--- src/design/ersa_pkg.sv ---
// ----------------------------------------------------------------------------
// ersa_pkg: shared types and constants of the expiry ring slot allocator
// Field widths, result codes, register indexes, controller states and the
// command and status bundles between controller and datapath.
// ----------------------------------------------------------------------------
package ersa_pkg;

	// field widths
	localparam int DATA_W    = 32;
	localparam int CFG_W     = 16;
	localparam int CFG_IDX_W = 1;
	localparam int SLOT_W    = 15;
	localparam int STATUS_W  = 2;
	localparam int OUT_PAD_W = 16;

	// width for the ring growth arithmetic (doubled size of a 17-bit ring)
	localparam int GROW_W     = 18;
	localparam int GROW_SHIFT = 1;

	// register reset values and backoff window
	localparam logic [CFG_W-1:0]  MAX_RESET     = 16'd32768;
	localparam logic [CFG_W-1:0]  MIN_RESET     = 16'd1024;
	localparam logic [DATA_W-1:0] BACKOFF_STEPS = 32'd3;

	// input item kinds
	localparam logic KIND_TICK  = 1'b0;
	localparam logic KIND_ALLOC = 1'b1;

	// configuration register indexes
	localparam logic [CFG_IDX_W-1:0] CFG_MAX_SLOTS = 1'b0;
	localparam logic [CFG_IDX_W-1:0] CFG_MIN_SLOTS = 1'b1;

	// result codes
	typedef enum logic [STATUS_W-1:0] {
		STATUS_TICK   = 2'd0,
		STATUS_GRANT  = 2'd1,
		STATUS_REFUSE = 2'd2,
		STATUS_DROP   = 2'd3
	} status_t;

	// controller states
	typedef enum logic [2:0] {
		ST_INIT_CLR,
		ST_IDLE,
		ST_DECIDE,
		ST_SCAN,
		ST_GROW_CLR,
		ST_RESP
	} state_t;

	// controller to datapath
	typedef struct packed {
		logic load_item;
		logic decide;
		logic scan;
		logic sweep;
		logic out_load;
	} ersa_cmd_t;

	// datapath to controller
	typedef struct packed {
		logic is_tick;
		logic refused;
		logic hit;
		logic exhausted;
		logic grow_full;
		logic grow_no_clear;
		logic sweep_last;
		logic out_free;
	} ersa_sts_t;

endpackage

--- src/design/ersa_ctrl.sv ---
// ----------------------------------------------------------------------------
// ersa_ctrl: sequencer of the slot allocator
// Walks the reset clear, item decode, ring scan, growth clear and result
// handoff, driving the datapath by command bundle.
// ----------------------------------------------------------------------------
module ersa_ctrl (
	input  logic                clk,
	input  logic                arst_n,
	input  logic                in_valid,
	output logic                in_ready,
	input  ersa_pkg::ersa_sts_t sts,
	output ersa_pkg::ersa_cmd_t cmd
);

	import ersa_pkg::*;

	state_t state_q;
	state_t state_nxt;

	// state register
	always_ff @(posedge clk or negedge arst_n) begin
		if (!arst_n) begin
			state_q <= ST_INIT_CLR;
		end else begin
			state_q <= state_nxt;
		end
	end

	// next state
	always_comb begin
		state_nxt = state_q;
		unique case (state_q)
			ST_INIT_CLR: begin
				if (sts.sweep_last) state_nxt = ST_IDLE;
			end
			ST_IDLE: begin
				if (in_valid) state_nxt = ST_DECIDE;
			end
			ST_DECIDE: begin
				if (sts.is_tick || sts.refused) state_nxt = ST_RESP;
				else state_nxt = ST_SCAN;
			end
			ST_SCAN: begin
				if (sts.hit) begin
					state_nxt = ST_RESP;
				end else if (sts.exhausted) begin
					if (sts.grow_full || sts.grow_no_clear) state_nxt = ST_RESP;
					else state_nxt = ST_GROW_CLR;
				end
			end
			ST_GROW_CLR: begin
				if (sts.sweep_last) state_nxt = ST_RESP;
			end
			ST_RESP: begin
				if (sts.out_free) state_nxt = ST_IDLE;
			end
			default: state_nxt = ST_INIT_CLR;
		endcase
	end

	// outputs
	always_comb begin
		in_ready      = 1'b0;
		cmd           = '0;
		unique case (state_q)
			ST_INIT_CLR: cmd.sweep = 1'b1;
			ST_IDLE: begin
				in_ready      = 1'b1;
				cmd.load_item = in_valid;
			end
			ST_DECIDE:   cmd.decide = 1'b1;
			ST_SCAN:     cmd.scan = 1'b1;
			ST_GROW_CLR: cmd.sweep = 1'b1;
			ST_RESP:     cmd.out_load = sts.out_free;
			default: begin
				in_ready = 1'b0;
			end
		endcase
	end

	// a scan never hits and runs dry in the same cycle
	assert property (@(posedge clk) disable iff (!arst_n)
		(state_q == ST_SCAN) |-> !(sts.hit && sts.exhausted))
		else $error("scan hit and exhaustion together");

endmodule

--- config.mk ---
export PLATFORM = sky130hd
export DESIGN_NAME = ersa_ctrl
export DESIGN_NICKNAME = d
export VERILOG_FILES = /design/src/design/ersa_pkg.sv /design/src/design/ersa_ctrl.sv
export SDC_FILE = /design/constraint.sdc
export NUM_CORES = 1
export LEC_CHECK = 0
export ABC_AREA = 0
export BUFFER_PORTS_ARGS = -buffer_cell sky130_fd_sc_hd__buf_2
export CAP_MARGIN = 20
export CORE_AREA = 2 2 39 41
export CTS_BUF_LIST = sky130_fd_sc_hd__clkbuf_4 sky130_fd_sc_hd__clkbuf_8
export DETAILED_ROUTE_END_ITERATION = 7
export DIE_AREA = 0 0 41 43
export PLACE_DENSITY_LB_ADDON = 0.3
export SYNTH_ARGS = -nofsm -noshare
export SYNTH_HDL_FRONTEND = slang
export SYNTH_SLANG_ARGS = --single-unit
--- constraint.sdc ---
create_clock -name clk -period 3.7 [get_ports clk]
set_input_delay 0.185 -clock clk [delete_from_list [all_inputs] [get_ports clk]]
set_output_delay 0.185 -clock clk [all_outputs]
set_load 0.1 [all_outputs]
; Word level (Yosys, flattened, before mapping)
; Index checks and enable logic that the tools add are counted.
[word_totals]
inputBits = 11
ram_bits = 0
romBits = 0
latchBits = 0
output_inout_bits = 6
n_memories = 0
wordCells = 31
regBits = 3
[classes]
shifts = 0
n_bitwise = 0
add_sub_neg = 0
n_mux = 15
multipliers = 0
reduce_logical = 5
n_div = 0
n_lt_le_gt_ge = 0
n_eq_ne = 10
[ops]
columns = operator, count
row1 = $mux 3, 7
row2 = $pmux 3 s6, 1
row3 = $ne 2x2->1 const B, 4
row4 = $mux 1, 7
row5 = $eq 3x2->1 const B, 2
row6 = $eq 3x3->1 const B, 2
row7 = $reduce_and 5->1, 1
row8 = $eq 3x1->1 const B, 1
row9 = $logic_not 3->1, 1
row10 = $ne 3x3->1 const B, 1
row11 = $logic_or 1x1->1, 2
row12 = $reduce_or 2->1, 1

; Longest topological paths before layout
; Gate-level depths: netlist of the first run.
[logic_depth]
depth_word = 5
mapped_depth = 3
ltp_nobuf = 3

; Worst setup path before layout of the first run
; Ideal clock, no wire load.
[synth_path]
kind = reg-to-output
startpoint = reg state_q[1]
endpoint = out cmd[3] in the netlist's numbering
arrival_ps = 2524
path_stages_with_launch = 3
required_time_ps = 3515
setup_slack_ps = 991
cell_sequence = dfrtp_1 > inv_2 > nor3_1
[synth_lines]
columns = element, line
row1 = start: declaration, ersa_ctrl.sv:17  ; state_t state_q;
row2 = start signal: assignment, ersa_ctrl.sv:25  ; state_q <= state_nxt;
row3 = end: declaration, ersa_ctrl.sv:12  ; output ersa_pkg::ersa_cmd_t cmd

==> summary.txt, run 1 <==
Job
  • Max-Cap Viols: 0

Timing
  • Worst Clk Skew: 2.11 ps
  • Crit share post-route: 45.2%
  • Slew Limit Fails: 0
  • Setup tns final: 0 ps
  • Fmax: 598 MHz
  • Final Setup Violations: 0
  • Worst Max-Slew Pin Slew: 489 ps
  • Worst rel slew slack: approximately two thirds
  • Worst hold slack: 251 ps
  • Min Tclk post-route: 1670 ps
  • RSZ-0062 raised after global routing: false
  • Endpoints failing hold: 0

Floorplanning
  • IO Count: 17
  • Core footprint: around 0.0014 mm²
  • # rows: 14
  • Die height: 43 µm
  • Die W: 41 µm
  • Initial Util: between 10% and 20%
  • Die ar.: 0.00176 mm²

Finish
  • Top reg by flops: state_q
  • Commonest non-fill, non-tap cell in the layout: buf_2
  • Commonest non-fill, non-tap cells in the layout: buf_2 (16), nor2_1 (4), clkbuf_4 (4), nor2b_1 (3), dfrtp_1 (3)
  • Synth-to-Final Area Change: 62.6%
  • Largest registers: state_q x3
  • Layout cells sized above 1: 50.0%
  • Nets: 60
  • Max reg flops: 3
  • Antenna diodes: 0
  • Fin area: approximately 360 µm²

Synth
  • Synthesized Nets: 38
  • Synthesis Warnings: 0
  • Synthesized area: about 220 µm²
  • Synth cell types: 17
  • Gate Count Post-Synth: 27
  • Leading area contributor after synthesis: dfrtp_1
  • Seq/Total Area, Yosys: approximately a third
  • Largest cells by area after synthesis: dfrtp_1 (34%), nor2b_1 (8.4%), nor2_1 (6.7%)
  • Number of synthesized register bits: 3
  • Avg Inst Size Synth: 8.30 µm²
  • Synth top area share: 33.5%

Worst setup path
  • Crit path DAT: 1490 ps
  • Startpoint types: flip-flop
  • Setup CP Type: flip-flop to output port
  • Worst EP required: 3510 ps
  • Crit path capture type: output port
  • CP Max Fanout: 6
  • Worst Reg-to-Reg Cells: 3

Clocking
  • Worst skew pair latency: 230 ps
  • CTS tree: yes
  • Clock slew at reported path FFs: 40 ps
  • CTS Root Cell: clkbuf_4
  • Post_cts resized: 0
  • Bufs on Longest Clock Path: 2
  • Clock Sinks: 3
  • CTS Buf Count: 3
  • Clock H-tree levels: 1

Status
  • Outcome: completed

Placed design
  • Dpl hpwl: 483 µm
  • Number of I/O port buffers: 16
  • GP Congestion: 0.704
  • Area after DPL: 324 µm²

Min path
  • Class of the most critical hold timing path: input pin to flip-flop
  • Hold depth: 3

Detailed routing
  • Routed WL: 597 µm
  • DRC violations left: 0
  • ANT nets after route: 0
  • Wire length per cell: 9.33 µm
  • DR iter-0 viols: 5
  • TritonRoute pass-1 iters: 4
  • Vias: 263
  • Vias/cell: approximately 4.1

GRT
  • Vias in the first global route: 229
  • Largest net degree at the start of global routing: 9
  • GRT overflow: 0
  • GRT Util Overall: 8.15%
  • First-pass GRT wire length: 966 µm
  • Initial antenna violation count: 0
## metal layers
| layer | wire length (µm) | track usage, % | part of all wire, % |
|---|---|---|---|
| met5 | 0 | 0 | 0 |
| met4 | 16 | 6.00 | 2.7 |
| met3 | 61 | 2.09 | 10 |
| met2 | 256 | 9.69 | 43 |
| met1 | 263 | 12.0 | 44 |
## cell families (layout without fill, tap and decap cells)
logic type | count (synthesis) | in the layout | synth area share [%]
simple gates | 17 | 17 | 41.3
buf+inv | 1 | 22 | 1.67
mux | 1 | 1 | 5.03
flops | 3 | 3 | 33.5
compound gates | 5 | 5 | 18.4
## cell type report
| type | instances | area [µm²] |
|---|---|---|
| Timing Repair Buffer | 17 | 90.1 |
| Inverter | 1 | 3.75 |
| Tap cell | 16 | 20.0 |
| Fill cell | 164 | 1020 |
| Clock buffer | 4 | 30.0 |
| Sequential cell | 3 | 75.1 |
| Multi-Input combinational cell | 23 | 145 |
## worst max-delay path, stage by stage (launching register included)
cell	delay [ps]
dfrtp_1	440
nor2b_1	240
nor2b_1	150
buf_2	430
## metrics by stage
| stage | instances | util [%] | setup WS [ps] |
|---|---|---|---|
| after floorplan | 27 | - | 991 |
| after global routing | 64 | 26.3 | 1890 |
| after detailed placement | 59 | 23.4 | 2270 |
| after global placement | 59 | 23.4 | 2270 |
| final | 64 | 26.3 | 2030 |
| after CTS | 64 | 26.3 | 2020 |
## cell usage after synthesis, drive strengths merged
cell,instances
a31oi,1
inv,1
a32o,1
o21ai,1
dfrtp,3
nor3,2
nor2b,4
nor2,4
o31ai,1
nor3b,1
or3,1
mux2,1
nand2,2
o22ai,1
and3,1
and2,2
## path summary, 6_finish.rpt
| kind | from | end | slack, ps |
|---|---|---|---|
| setup / recovery | state_q[2] | cmd[0] | 2030 |
| hold / removal | sts[1] | state_q[0] | 250 |
| setup reg to reg | state_q[0] | state_q[1] | 2330 |
| hold reg to reg | state_q[2] | state_q[1] | 610 |
| max in group asynchronous | arst_n | state_q[1] | 3320 |
| min in group asynchronous | arst_n | state_q[0] | 270 |
## what timing repair did
| action | 4_1_cts | 5_1_grt |
|---|---|---|
| endpoints found under the hold margin | 3 | 0 |
| setup buffers | 0 | 0 |
| hold buffers | 1 | 0 |
| setup endpoints to repair | 0 | 0 |
Power of run 1 is not shown: default switching activity piles up to over one toggle a cycle in this logic, so the estimate is an artifact.
==> run 2: changes to the inputs <==
==> constraint.sdc (replaced) <==
create_clock -name clk -period 1.6 [get_ports clk]
set_input_delay 0.08 -clock clk [delete_from_list [all_inputs] [get_ports clk]]
set_output_delay 0.08 -clock clk [all_outputs]
set_load 0.1 [all_outputs]
==> summary.txt, run 2 (same netlist as run 1, synthesis figures left out) <==
Finish
  • Antenna diodes: 0 (unchanged)
  • Top reg by flops: state_q
  • Largest registers: state_q x3
  • Synth-to-Final Area Change: 93.9%
  • Number of fill cells: 147 (-10%)
  • Commonest non-fill, non-tap cell in the layout: buf_2
  • Layout cells sized above 1: 56.3% (+6.3 points)
  • Non-Filler Instances: 64 (unchanged)
  • Max reg flops: 3 (unchanged)
  • Nets: 60 (unchanged)
  • Commonest non-fill, non-tap cells in the layout: buf_2 (12), clkbuf_4 (4), buf_12 (4), nor2_1 (3), dfrtp_1 (3)

Clocking
  • Worst skew pair latency: 230 ps (about the same)
  • Clock H-tree levels: 1 (unchanged)
  • CTS Buf Count: 3 (unchanged)
  • CTS Root Cell: clkbuf_4
  • Clock Sinks: 3 (unchanged)
  • Bufs on Longest Clock Path: 2 (unchanged)
  • CTS tree: yes
  • Clock slew at reported path FFs: 30 ps (about the same)

Worst setup path
  • Cells along the critical path: nor2b_2 > and3_1 > buf_12
  • Buffers and inverters on the worst path: 1 (unchanged)
  • Crit path DAT: 1350 ps (-140 ps)
  • Worst EP required: 1520 ps (-1990 ps)
  • Setup CP Type: flip-flop to output port
  • R2R Setup Slk: 220 ps (-2110 ps)
  • Startpoint types: flip-flop
  • CP max stage cell: dfrtp_1
  • Crit path capture type: output port
  • Critical path's top delay family: flip-flops
  • CP Max Fanout: 8 (+2)
  • CP max stage delay: 480 ps (+40 ps)

Placed design
  • Number of I/O port buffers: 16 (unchanged)
  • GP Congestion: 0.757 (+7.6%)
  • DP Worst Slack: 231 ps (-2030 ps)
  • Placed Cells incl. Taps: 59 (unchanged)
  • Dpl hpwl: 497 µm (+3.0%)

Job
  • Max-Cap Viols: 0 (unchanged)

Timing
  • Setup tns final: 0 ps (unchanged)
  • Crit share post-route: 89.5%
  • Min Tclk post-route: approximately 1400 ps
  • Worst Setup Slack, final: 167 ps (-1860 ps)
  • RSZ-0062 raised after global routing: false
  • Final Setup Violations: 0 (unchanged)
  • Fmax: 698 MHz
  • Endpoints failing hold: 0 (unchanged)
  • Slew Limit Fails: 0 (unchanged)
  • Worst Max-Slew Pin Slew: 485 ps (-4.52 ps)
  • Worst Clk Skew: 2.27 ps (+0.156 ps)
  • Worst rel slew slack: 67.9% (+0.30 points)

GRT
  • Largest net degree at the start of global routing: 9 (unchanged)
  • Initial antenna violation count: 0 (unchanged)
  • GRT Util Overall: 8.36% (+0.21 points)
  • First-pass GRT wire length: 1.01 mm (+4.2%)
  • Vias in the first global route: 243 (+6.1%)
  • GRT overflow: 0 (unchanged)

Detailed routing
  • Vias/cell: 4.17 (+1.5%)
  • DR iter-0 viols: 7 (+2)
  • ANT nets after route: 0 (unchanged)
  • Wire length per cell: 9.38 µm (+0.50%)
  • TritonRoute pass-1 iters: 4 (unchanged)
  • Vias: 267 (+1.5%)
  • DRC violations left: 0 (unchanged)
  • Routed WL: 600 µm (+0.50%)

Floorplanning
  • Die height: 43 µm (unchanged)
  • Core footprint: 0.00138 mm² (unchanged)
  • Die ar.: 0.00176 mm² (unchanged)
  • IO Count: 17 (unchanged)
  • # rows: 14 (unchanged)
  • Die W: 41 µm (unchanged)
  • Initial Util: 16.2% (unchanged)

Status
  • Outcome: completed

Min path
  • Class of the most critical hold timing path: input pin to flip-flop
-- run 2: cell counts in the layout (fill, tap and decap cells not counted) --
No cell type changed its count.
-- run 2: final timing paths --
kind,cells after the start,from,endpoint
setup / recovery,3,state_q[0],cmd[4]
hold / removal,3,sts[1],state_q[0]
setup reg to reg,3,state_q[0],state_q[1]
hold reg to reg,1,state_q[2],state_q[1]
max in group asynchronous,2,arst_n,state_q[0]
min in group asynchronous,2,arst_n,state_q[1]
-- run 2: timing repair --
item | in CTS | in global routing
gates resized for setup | 0 | 0
hold buffers | 1 | 0
hold endpoints to repair | 3 | 0
buffers inserted | 0 | 0
-- run 2: cell type report --
cell class | count | area [µm²] | share of cell area (%)
tap | 16 | 20.0 | 4.61
inverter | 1 | 3.75 | 0.865
sequential | 3 | 75.1 | 17.3
clock buffer | 4 | 30.0 | 6.92
timing repair buffer | 17 | 150 | 34.6
multi-input combinational | 23 | 155 | 35.7
-- run 2: layer usage --
layer | routed length, µm | GRT usage, % | vias to the layer above
li1 | - | - | 139
met1 | 263 | 12.0 | 114
met2 | 268 | 10.3 | 14
met3 | 68 | 6.81 | 0
met4 | 0 | 0 | 0
met5 | 0 | 0 | -
-- run 2: tightest hold or removal path, delay by kind of cell --
kind	cells	cell delay, ps
buffers and inverters	1	80
AOI/OAI and AO/OA	1	150
and+or+nand+nor	1	40
-- run 2: stage by stage --
| step | utilization (%) | area [µm²] | hold slack (ps) |
|---|---|---|---|
| after floorplan | - | 234 | -216 |
| after global placement | 28.5 | 394 | -119 |
| after detailed placement | 28.5 | 394 | -120 |
| after CTS | 31.4 | 434 | 170 |
| after global routing | 31.4 | 434 | 172 |
| final | 31.4 | 434 | 173 |
Power of run 2 is left out for the same reason.
